File: src/hw/rtl/atid_pkg.sv
// Shared types and constants for the APEv2 tag item deframer.
package atid_pkg;

  localparam int unsigned MaxTagBytesDefault = 1048576;
  localparam int unsigned MaxItemsDefault    = 65535;
  localparam int unsigned QueueDepth         = 2;

  typedef enum logic [2:0] {
    ROLE_HEADER  = 3'd0,
    ROLE_KEY     = 3'd1,
    ROLE_KEY_NUL = 3'd2,
    ROLE_VALUE   = 3'd3,
    ROLE_IGNORED = 3'd4
  } role_e;

  typedef enum logic [1:0] {
    ST_RUNNING = 2'd0,
    ST_DONE    = 2'd1,
    ST_FAILED  = 2'd2
  } status_e;

  localparam logic ADDR_REGION_SIZE = 1'b0;
  localparam logic ADDR_ITEM_COUNT  = 1'b1;

  // One byte as the front part hands it to the parser.
  typedef struct packed {
    logic [7:0] data;
    logic       start;
    logic       is_nul;
  } front_item_t;

  // One tagged byte as the parser delivers it.
  typedef struct packed {
    role_e       role;
    logic [7:0]  echo;
    logic [15:0] item;
    logic [1:0]  enc;
    logic [31:0] len;
    logic        done;
    status_e     status;
  } result_t;

  typedef struct packed {
    logic [20:0] region_size;
    logic [15:0] item_count;
  } cfg_t;

endpackage

File: src/hw/rtl/atid_fifo.sv
// Small register queue with push/full and pop/empty sides.
module atid_fifo #(
  parameter int unsigned WIDTH = 8,
  parameter int unsigned DEPTH = 2
) (
  input  logic             clk_i,
  input  logic             rst_ni,
  input  logic             push_i,
  input  logic [WIDTH-1:0] wdata_i,
  output logic             full_o,
  input  logic             pop_i,
  output logic [WIDTH-1:0] rdata_o,
  output logic             empty_o
);

  localparam int unsigned PtrW = (DEPTH > 1) ? $clog2(DEPTH) : 1;
  localparam int unsigned CntW = $clog2(DEPTH + 1);
  localparam logic [PtrW-1:0] LastPtr = PtrW'(DEPTH - 1);
  localparam logic [CntW-1:0] FullCnt = CntW'(DEPTH);

  logic [WIDTH-1:0] mem_q [DEPTH];
  logic [PtrW-1:0]  wptr_q, wptr_d, rptr_q, rptr_d;
  logic [CntW-1:0]  cnt_q, cnt_d;
  logic             do_push, do_pop;

  assign full_o  = (cnt_q == FullCnt);
  assign empty_o = (cnt_q == '0);
  assign do_push = push_i && !full_o;
  assign do_pop  = pop_i && !empty_o;
  assign rdata_o = mem_q[rptr_q];

  always_comb begin
    wptr_d = wptr_q;
    rptr_d = rptr_q;
    cnt_d  = cnt_q;
    if (do_push) begin
      wptr_d = (wptr_q == LastPtr) ? '0 : wptr_q + PtrW'(1);
    end
    if (do_pop) begin
      rptr_d = (rptr_q == LastPtr) ? '0 : rptr_q + PtrW'(1);
    end
    if (do_push && !do_pop) begin
      cnt_d = cnt_q + CntW'(1);
    end else if (do_pop && !do_push) begin
      cnt_d = cnt_q - CntW'(1);
    end
  end

  always_ff @(posedge clk_i or negedge rst_ni) begin
    if (!rst_ni) begin
      wptr_q <= '0;
      rptr_q <= '0;
      cnt_q  <= '0;
    end else begin
      wptr_q <= wptr_d;
      rptr_q <= rptr_d;
      cnt_q  <= cnt_d;
    end
  end

  always_ff @(posedge clk_i) begin
    if (do_push) begin
      mem_q[wptr_q] <= wdata_i;
    end
  end

endmodule

File: src/hw/rtl/atid_parse.sv
// Back part: walks the item structure one byte a cycle while the result queue has room, and tags each byte.
module atid_parse #(
  parameter int unsigned MAX_TAG_BYTES = atid_pkg::MaxTagBytesDefault,
  parameter int unsigned MAX_ITEMS     = atid_pkg::MaxItemsDefault
) (
  input  logic                clk_i,
  input  logic                rst_ni,
  input  atid_pkg::cfg_t      cfg_i,
  input  logic                in_valid_i,
  input  atid_pkg::front_item_t in_item_i,
  output logic                in_take_o,
  input  logic                out_full_i,
  output logic                out_push_o,
  output atid_pkg::result_t   out_res_o
);
  import atid_pkg::*;

  localparam logic [1:0]  PH_HEAD  = 2'd0;
  localparam logic [1:0]  PH_KEY   = 2'd1;
  localparam logic [1:0]  PH_VALUE = 2'd2;
  localparam logic [20:0] PosMax   = '1;
  localparam logic [24:0] MaxTag   = 25'(MAX_TAG_BYTES);
  localparam logic [16:0] MaxItm   = 17'(MAX_ITEMS);

  logic [1:0]  phase_q, phase_d;
  logic [2:0]  hbc_q, hbc_d;
  logic [20:0] pos_q, pos_d;
  logic [31:0] size_q, size_d;
  logic [1:0]  enc_q, enc_d;
  logic [31:0] vleft_q, vleft_d;
  logic [15:0] seen_q, seen_d;
  status_e     stop_q, stop_d;
  logic        cfg_bad;
  logic        advance;

  assign cfg_bad = ((25'(cfg_i.region_size) + 25'd32) > MaxTag) ||
                   ({1'b0, cfg_i.item_count} > MaxItm);
  assign advance    = in_valid_i && !out_full_i;
  assign in_take_o  = advance;
  assign out_push_o = advance;

  function automatic status_e start_check(input logic [15:0] seen, input logic [20:0] at);
    logic [21:0] end_at;
    end_at = {1'b0, at} + 22'd10;
    if (seen >= cfg_i.item_count) begin
      return ST_DONE;
    end else if (cfg_bad || (end_at > {1'b0, cfg_i.region_size})) begin
      return ST_FAILED;
    end else begin
      return ST_RUNNING;
    end
  endfunction

  always_comb begin
    logic [1:0]  e_phase;
    logic [2:0]  e_hbc;
    logic [20:0] e_pos;
    logic [31:0] e_size;
    logic [1:0]  e_enc;
    logic [31:0] e_vleft;
    logic [15:0] e_seen;
    status_e     e_stop;
    logic [20:0] next_pos;
    logic [15:0] seen_inc;
    logic [20:0] room;
    logic [7:0]  b;
    logic [31:0] vdec;
    logic        finish;

    b = in_item_i.data;
    if (in_item_i.start) begin
      e_phase = PH_HEAD;
      e_hbc   = '0;
      e_pos   = '0;
      e_size  = '0;
      e_enc   = '0;
      e_vleft = '0;
      e_seen  = '0;
      e_stop  = ST_RUNNING;
    end else begin
      e_phase = phase_q;
      e_hbc   = hbc_q;
      e_pos   = pos_q;
      e_size  = size_q;
      e_enc   = enc_q;
      e_vleft = vleft_q;
      e_seen  = seen_q;
      e_stop  = stop_q;
    end

    next_pos = (e_pos == PosMax) ? e_pos : e_pos + 21'd1;
    seen_inc = (e_seen == 16'hFFFF) ? e_seen : e_seen + 16'd1;
    room     = cfg_i.region_size - e_pos - 21'd1;
    vdec     = (e_vleft != '0) ? e_vleft - 32'd1 : '0;
    finish   = 1'b0;

    phase_d = e_phase;
    hbc_d   = e_hbc;
    size_d  = e_size;
    enc_d   = e_enc;
    vleft_d = e_vleft;
    seen_d  = e_seen;
    stop_d  = e_stop;
    pos_d   = next_pos;

    out_res_o.role   = ROLE_IGNORED;
    out_res_o.echo   = b;
    out_res_o.item   = e_seen;
    out_res_o.enc    = '0;
    out_res_o.len    = '0;
    out_res_o.done   = 1'b0;

    // Check the item start before its first header byte.
    if (stop_d == ST_RUNNING && e_phase == PH_HEAD && e_hbc == '0) begin
      stop_d = start_check(e_seen, e_pos);
    end
    if (stop_d == ST_RUNNING && e_pos >= cfg_i.region_size) begin
      stop_d = ST_FAILED;
    end

    if (stop_d == ST_RUNNING) begin
      case (e_phase)
        PH_HEAD: begin
          out_res_o.role = ROLE_HEADER;
          if (e_hbc == '0) begin
            size_d = '0;
          end
          case (e_hbc)
            3'd0: size_d[7:0]   = b;
            3'd1: size_d[15:8]  = b;
            3'd2: size_d[23:16] = b;
            3'd3: size_d[31:24] = b;
            3'd4: enc_d         = b[2:1];
            default: ;
          endcase
          hbc_d = e_hbc + 3'd1;
          if (e_hbc == 3'd7) begin
            phase_d = PH_KEY;
          end
        end
        PH_KEY: begin
          out_res_o.enc = e_enc;
          out_res_o.len = e_size;
          if (!in_item_i.is_nul) begin
            out_res_o.role = ROLE_KEY;
            if (next_pos >= cfg_i.region_size || e_pos == PosMax) begin
              stop_d = ST_FAILED;
            end
          end else begin
            out_res_o.role = ROLE_KEY_NUL;
            if (e_size > 32'(room)) begin
              stop_d = ST_FAILED;
            end else if (e_size == '0) begin
              out_res_o.done = 1'b1;
              finish         = 1'b1;
            end else begin
              vleft_d = e_size;
              phase_d = PH_VALUE;
            end
          end
        end
        default: begin
          out_res_o.role = ROLE_VALUE;
          out_res_o.enc  = e_enc;
          out_res_o.len  = e_size;
          vleft_d        = vdec;
          if (vdec == '0) begin
            out_res_o.done = 1'b1;
            finish         = 1'b1;
          end
        end
      endcase
    end

    // Close the item and check where the next one would start.
    if (finish) begin
      seen_d  = seen_inc;
      phase_d = PH_HEAD;
      hbc_d   = '0;
      stop_d  = start_check(seen_inc, next_pos);
    end

    out_res_o.status = stop_d;
  end

  always_ff @(posedge clk_i or negedge rst_ni) begin
    if (!rst_ni) begin
      phase_q <= PH_HEAD;
      hbc_q   <= '0;
      pos_q   <= '0;
      size_q  <= '0;
      enc_q   <= '0;
      vleft_q <= '0;
      seen_q  <= '0;
      stop_q  <= ST_RUNNING;
    end else if (advance) begin
      phase_q <= phase_d;
      hbc_q   <= hbc_d;
      pos_q   <= pos_d;
      size_q  <= size_d;
      enc_q   <= enc_d;
      vleft_q <= vleft_d;
      seen_q  <= seen_d;
      stop_q  <= stop_d;
    end
  end

endmodule

File: src/hw/rtl/ape_tag_item_deframer_core.sv
// Top level of the APEv2 tag item deframer: register port, queues and parser.
// Path: a byte accepted into the front queue is parsed at the queue head and its result
//   is written into the result queue and shown on the result ports (empty low); a full
//   result queue holds the parse back for as long as the consumer stalls.
// Throughput: one byte per cycle while the result queue has room.
// Reset: rst_ni clears both queues, the parse state and the registers at once;
//   no clearing pass is needed and bytes are accepted from the first cycle.
module ape_tag_item_deframer_core #(
  parameter int unsigned MAX_TAG_BYTES = atid_pkg::MaxTagBytesDefault,
  parameter int unsigned MAX_ITEMS     = atid_pkg::MaxItemsDefault
) (
  input  logic        clk_i,
  input  logic        rst_ni,
  // register port
  input  logic        psel,
  input  logic        penable,
  input  logic        pwrite,
  input  logic [2:0]  paddr,
  input  logic [31:0] pwdata,
  output logic [31:0] prdata,
  output logic        pready,
  // byte input
  input  logic        push,
  output logic        full,
  input  logic [7:0]  data_byte_i,
  input  logic        region_start_i,
  // tagged byte output
  output logic        empty,
  input  logic        pop,
  output logic [2:0]  byte_role_o,
  output logic [7:0]  echo_byte_o,
  output logic [15:0] item_number_o,
  output logic [1:0]  value_encoding_o,
  output logic [31:0] value_length_o,
  output logic        value_done_o,
  output logic [1:0]  parse_status_o
);
  import atid_pkg::*;

  cfg_t        cfg_q, cfg_d;
  logic        cfg_wr;
  front_item_t front_in, front_out;
  logic        front_empty, front_take;
  result_t     res_in, res_out;
  logic        res_full, res_push;

  // Registers: written on the access phase of a write request.
  assign pready = 1'b1;
  assign cfg_wr = psel && penable && pwrite && pready;

  always_comb begin
    cfg_d = cfg_q;
    if (cfg_wr) begin
      case (paddr[2])
        ADDR_REGION_SIZE: cfg_d.region_size = pwdata[20:0];
        ADDR_ITEM_COUNT:  cfg_d.item_count  = pwdata[15:0];
        default: ;
      endcase
    end
  end

  always_comb begin
    case (paddr[2])
      ADDR_REGION_SIZE: prdata = {11'd0, cfg_q.region_size};
      ADDR_ITEM_COUNT:  prdata = {16'd0, cfg_q.item_count};
      default:          prdata = '0;
    endcase
  end

  always_ff @(posedge clk_i or negedge rst_ni) begin
    if (!rst_ni) begin
      cfg_q <= '0;
    end else begin
      cfg_q <= cfg_d;
    end
  end

  // Front: classify the byte (key terminator) and hold it in a short queue so
  // the parser and the producer stall independently.
  assign front_in.data   = data_byte_i;
  assign front_in.start  = region_start_i;
  assign front_in.is_nul = (data_byte_i == 8'd0);

  atid_fifo #(
    .WIDTH ($bits(front_item_t)),
    .DEPTH (QueueDepth)
  ) u_front_q (
    .clk_i   (clk_i),
    .rst_ni  (rst_ni),
    .push_i  (push),
    .wdata_i (front_in),
    .full_o  (full),
    .pop_i   (front_take),
    .rdata_o (front_out),
    .empty_o (front_empty)
  );

  // Back: advance the parse whenever a byte waits and the result queue has room.
  atid_parse #(
    .MAX_TAG_BYTES (MAX_TAG_BYTES),
    .MAX_ITEMS     (MAX_ITEMS)
  ) u_parse (
    .clk_i      (clk_i),
    .rst_ni     (rst_ni),
    .cfg_i      (cfg_q),
    .in_valid_i (!front_empty),
    .in_item_i  (front_out),
    .in_take_o  (front_take),
    .out_full_i (res_full),
    .out_push_o (res_push),
    .out_res_o  (res_in)
  );

  // Result queue: hold finished results until the consumer pops them.
  atid_fifo #(
    .WIDTH ($bits(result_t)),
    .DEPTH (QueueDepth)
  ) u_result_q (
    .clk_i   (clk_i),
    .rst_ni  (rst_ni),
    .push_i  (res_push),
    .wdata_i (res_in),
    .full_o  (res_full),
    .pop_i   (pop),
    .rdata_o (res_out),
    .empty_o (empty)
  );

  assign byte_role_o      = res_out.role;
  assign echo_byte_o      = res_out.echo;
  assign item_number_o    = res_out.item;
  assign value_encoding_o = res_out.enc;
  assign value_length_o   = res_out.len;
  assign value_done_o     = res_out.done;
  assign parse_status_o   = res_out.status;

endmodule
File: config.mk
export PLATFORM = sky130hd
export DESIGN_NAME = ape_tag_item_deframer_core
export DESIGN_NICKNAME = d
export VERILOG_FILES = /design/src/hw/rtl/atid_pkg.sv /design/src/hw/rtl/atid_fifo.sv /design/src/hw/rtl/atid_parse.sv /design/src/hw/rtl/ape_tag_item_deframer_core.sv
export SDC_FILE = /design/constraint.sdc
export NUM_CORES = 1
export LEC_CHECK = 0
export BUFFER_PORTS_ARGS = -buffer_cell sky130_fd_sc_hd__buf_2
export CAP_MARGIN = 25
export CORE_MARGIN = 2
export CORE_UTILIZATION = 45
export DETAILED_ROUTE_END_ITERATION = 16
export GPL_ROUTABILITY_DRIVEN = 0
export GPL_TIMING_DRIVEN = 0
export SYNTH_ARGS = -nofsm -noshare
export SYNTH_HDL_FRONTEND = slang
export SYNTH_SLANG_ARGS = --single-unit
File: constraint.sdc
create_clock -name clk_i -period 9.3 [get_ports clk_i]
set_clock_uncertainty 0.05 [all_clocks]
set_input_delay 1.395 -clock clk_i [delete_from_list [all_inputs] [get_ports clk_i]]
set_output_delay 1.395 -clock clk_i [all_outputs]
set_load 0.03 [all_outputs]
==> flow_metrics.env <==
export IMPL_dieArea_um2=46700
export IMPL_synthTopCellsByArea="edfxtp_1, dfrtp_1, ha_1"
export IMPL_cts_resized=12
export IMPL_core_area_um2=44300
export IMPL_cts_sinks=303
export IMPL_drc=0
export IMPL_grt_pass1_vias=16900
export IMPL_htreeDepth=2
export IMPL_worstSetupPathType="register to register"
export IMPL_nNetsFinal=2465
export IMPL_switching_power_mw=3.40
export IMPL_placed_area_um2=21800
export IMPL_crit_path_max_fanout=28
export IMPL_final_cells=2862
export IMPL_hold_class="register to register"
export IMPL_crit_path_end="u_result_q.mem_q[0][1]"
export IMPL_worst_hold_slack_ps=429
export IMPL_multiInputGateArea_um2=11100
export IMPL_cts_tree="built"
export IMPL_slew_viol_final=0
export IMPL_root_buffer="clkbuf_16"
export IMPL_crit_path_max_incr_delay_ps=570
export IMPL_worstSetupEndpointType="register"
export IMPL_cts_hold_buf=0
export IMPL_cts_buffers=35
export IMPL_ys_async_sr_fraction_pct=51.2
export IMPL_cp_data_required_time_ps=9520
export IMPL_cts_path_max_buffers=3
export IMPL_cts_setup_buffers=0
export IMPL_synth_seq_cells=303
export IMPL_drtPass1Iterations=8
export IMPL_tightestPinTransition_ps=1150
export IMPL_synth_top_area_share_pct=21.9
export IMPL_setup_viol=0
export IMPL_yosysWarnings=0
export IMPL_clk_pin_slew_worst_paths_ps=70
export IMPL_avgSynthCellArea_um2=9.79
export IMPL_via_per_inst=6.11
export IMPL_final_area_um2=23000
export IMPL_regToRegStartpoint="u_front_q.rptr_q"
export IMPL_p_clk_share_pct=19.3
export IMPL_hold_viol_final=0
export IMPL_insertion_delay_ps=580
export IMPL_crit_path_start_kind="register"
export IMPL_drt_iter0_drc=1893
export IMPL_p_sw_share_pct=46.6
export IMPL_synth_largest_area_cell="edfxtp_1"
export IMPL_r2r_end="u_result_q.mem_q[0][1]"
export IMPL_synth_area_um2=20200
export IMPL_gr_total_overflow=0
export IMPL_syn_to_final_growth_pct=13.5
export IMPL_min_period_over_period_pct=96.5
export IMPL_grt_pass1_wl_um=102000
export IMPL_io_buffer_count=124
export IMPL_regToRegSetupSlack_ps=320
export IMPL_yosysSeqAreaShare_pct=41.1
export IMPL_grt_max_degree=83
export IMPL_hold_depth=1
export IMPL_ys_flop_type="dfrtp_1"
export IMPL_synth_edf_count=148
export IMPL_antenna_found_initial=0
export IMPL_crit_slowest_cell="or4b_4"
export IMPL_wl_um=66600
export IMPL_std_cell_rows=77
export IMPL_ios=150
export IMPL_critPathLaunch="u_front_q.rptr_q"
export IMPL_setup_ws_ps=324
export IMPL_dp_slack_ps=-3130
export IMPL_power_density_nw_per_um2=317
export IMPL_final_common_cell="nand2_1"
export IMPL_tns_ps=0
export IMPL_timing_final_crit_period_ps=8980
export IMPL_power_frac_seq_pct=29.0
export IMPL_arrival_ps=9200
export IMPL_ff2ff_path_depth=31
export IMPL_hpwl_um=51400
export IMPL_yosysUniqueCellTypes=87
export IMPL_die_h_um=216
export IMPL_drive_above_1_share_pct=15.0
export IMPL_relSlewSlack_pct=23.6
export IMPL_layout_common_cells="nand2_1, ha_1, dfrtp_1, edfxtp_1, buf_2"
export IMPL_rsz0062_at_grt="false"
export IMPL_synthCells=2068
export IMPL_n_fill_cell=4094
export IMPL_vdd_ir_drop_max_uv=214
export IMPL_vias=17500
export IMPL_register_area_um2=8320
export IMPL_drv_cap=0
export IMPL_chipWidth_um=216
export IMPL_initial_core_util_pct=45.7
export IMPL_diodes=0
export IMPL_utilization_pct=51.9
export IMPL_total_power_mw=7.29
export IMPL_place_inst=2799
export IMPL_crit_top_cell="a21oi_1"
export IMPL_outcome="finished, final reports clean"
export IMPL_p_comb_share_pct=51.7
export IMPL_p_int_mw=3.89
export IMPL_fmax_mhz=111
export IMPL_track_usage_pct=28.3
export IMPL_ant_nets=0
export IMPL_routedWlPerCell_um=23.3
export IMPL_p_leak_nw=10.2
-- kinds of logic after synthesis --
family | count (synthesis) | share of synthesized area, %
and+or+nand+nor | 684 | 17.3
adders and majority gates | 171 | 10.6
muxes | 137 | 7.46
xor gates and xnor gates | 102 | 4.41
DFF | 303 | 41.1
buffers and inverters | 222 | 4.37
other | 2 | 0.0371
AOI/OAI and AO/OA | 447 | 14.7
-- power by group through the flow --
stage	clock network [mW]	registers, mW	logic [mW]
final	1.41	2.11	3.77
after global placement	0	2.15	3.59
after detailed placement	0	2.13	3.69
after CTS	1.43	2.11	3.71
after floorplan	0	2.07	2.47
after global routing	1.48	2.15	4.03
-- sequential cells by signal (all words and copies together), names as in the netlist --
name               flops
cfg_q                 37
u_parse.hbc_q          3
u_front_q.mem_q       20
u_front_q.wptr_q       1
u_result_q.rptr_q      1
u_parse.enc_q          2
u_front_q.cnt_q        2
u_parse.seen_q        16
u_result_q.cnt_q       2
u_parse.pos_q         21
u_parse.phase_q        2
u_result_q.mem_q     128
u_front_q.rptr_q       1
u_parse.vleft_q       32
u_result_q.wptr_q      1
u_parse.size_q        32
u_parse.stop_q         2
-- worst max-delay path: cells and delay by family (launching register included) --
kind / cells / cell delay [ps]
buffers and inverters: 6 / 1900
adders and majority gates: 3 / 790
and+or+nand+nor: 11 / 3240
AOI/OAI and AO/OA: 9 / 1580
muxes: 1 / 470
DFF: 1 / 440
xor gates and xnor gates: 1 / 140
-- cell type report --
class | count | area share [%]
sequential | 303 | 36.2
timing repair buffer | 131 | 3.24
multi-input combinational | 1553 | 48.4
clock buffer | 48 | 4.15
inverter | 116 | 1.89
clock inverter | 16 | 0.925
tap | 592 | 3.22
buffer | 103 | 1.98
-- worst min path at each step --
stage | start | endpoint | slack, ps
finish | u_parse.hbc_q[0] | u_parse.hbc_q[0] | 430
global placement | u_parse.seen_q[4] | u_parse.seen_q[4] | 410
floorplan | u_parse.seen_q[4] | u_parse.seen_q[4] | 390
detailed placement | u_parse.hbc_q[0] | u_parse.hbc_q[0] | 420
global route | u_parse.seen_q[4] | u_parse.seen_q[4] | 450
CTS | u_parse.hbc_q[0] | u_parse.hbc_q[0] | 430
-- cells in the mapped netlist (all sizes together), types with 49 or more instances --
master and n:
nor2 104, dfrtp 155, ha 170, nand2 216, xnor2 75, edfxtp 148
inv 114, clkbuf 81, mux2 109, a21oi 94, o21ai 112, nand4 49
nand3 62
-- metal layers --
metal | wire (µm) | track usage, % | up-vias
li1 | - | - | 7970
met1 | 27500 | 37.1 | 8464
met2 | 30400 | 45.7 | 841
met3 | 5130 | 4.74 | 206
met4 | 3490 | 13.5 | 0
met5 | 0 | 0 | -
Note: power is estimated with default switching activity, not from simulation.
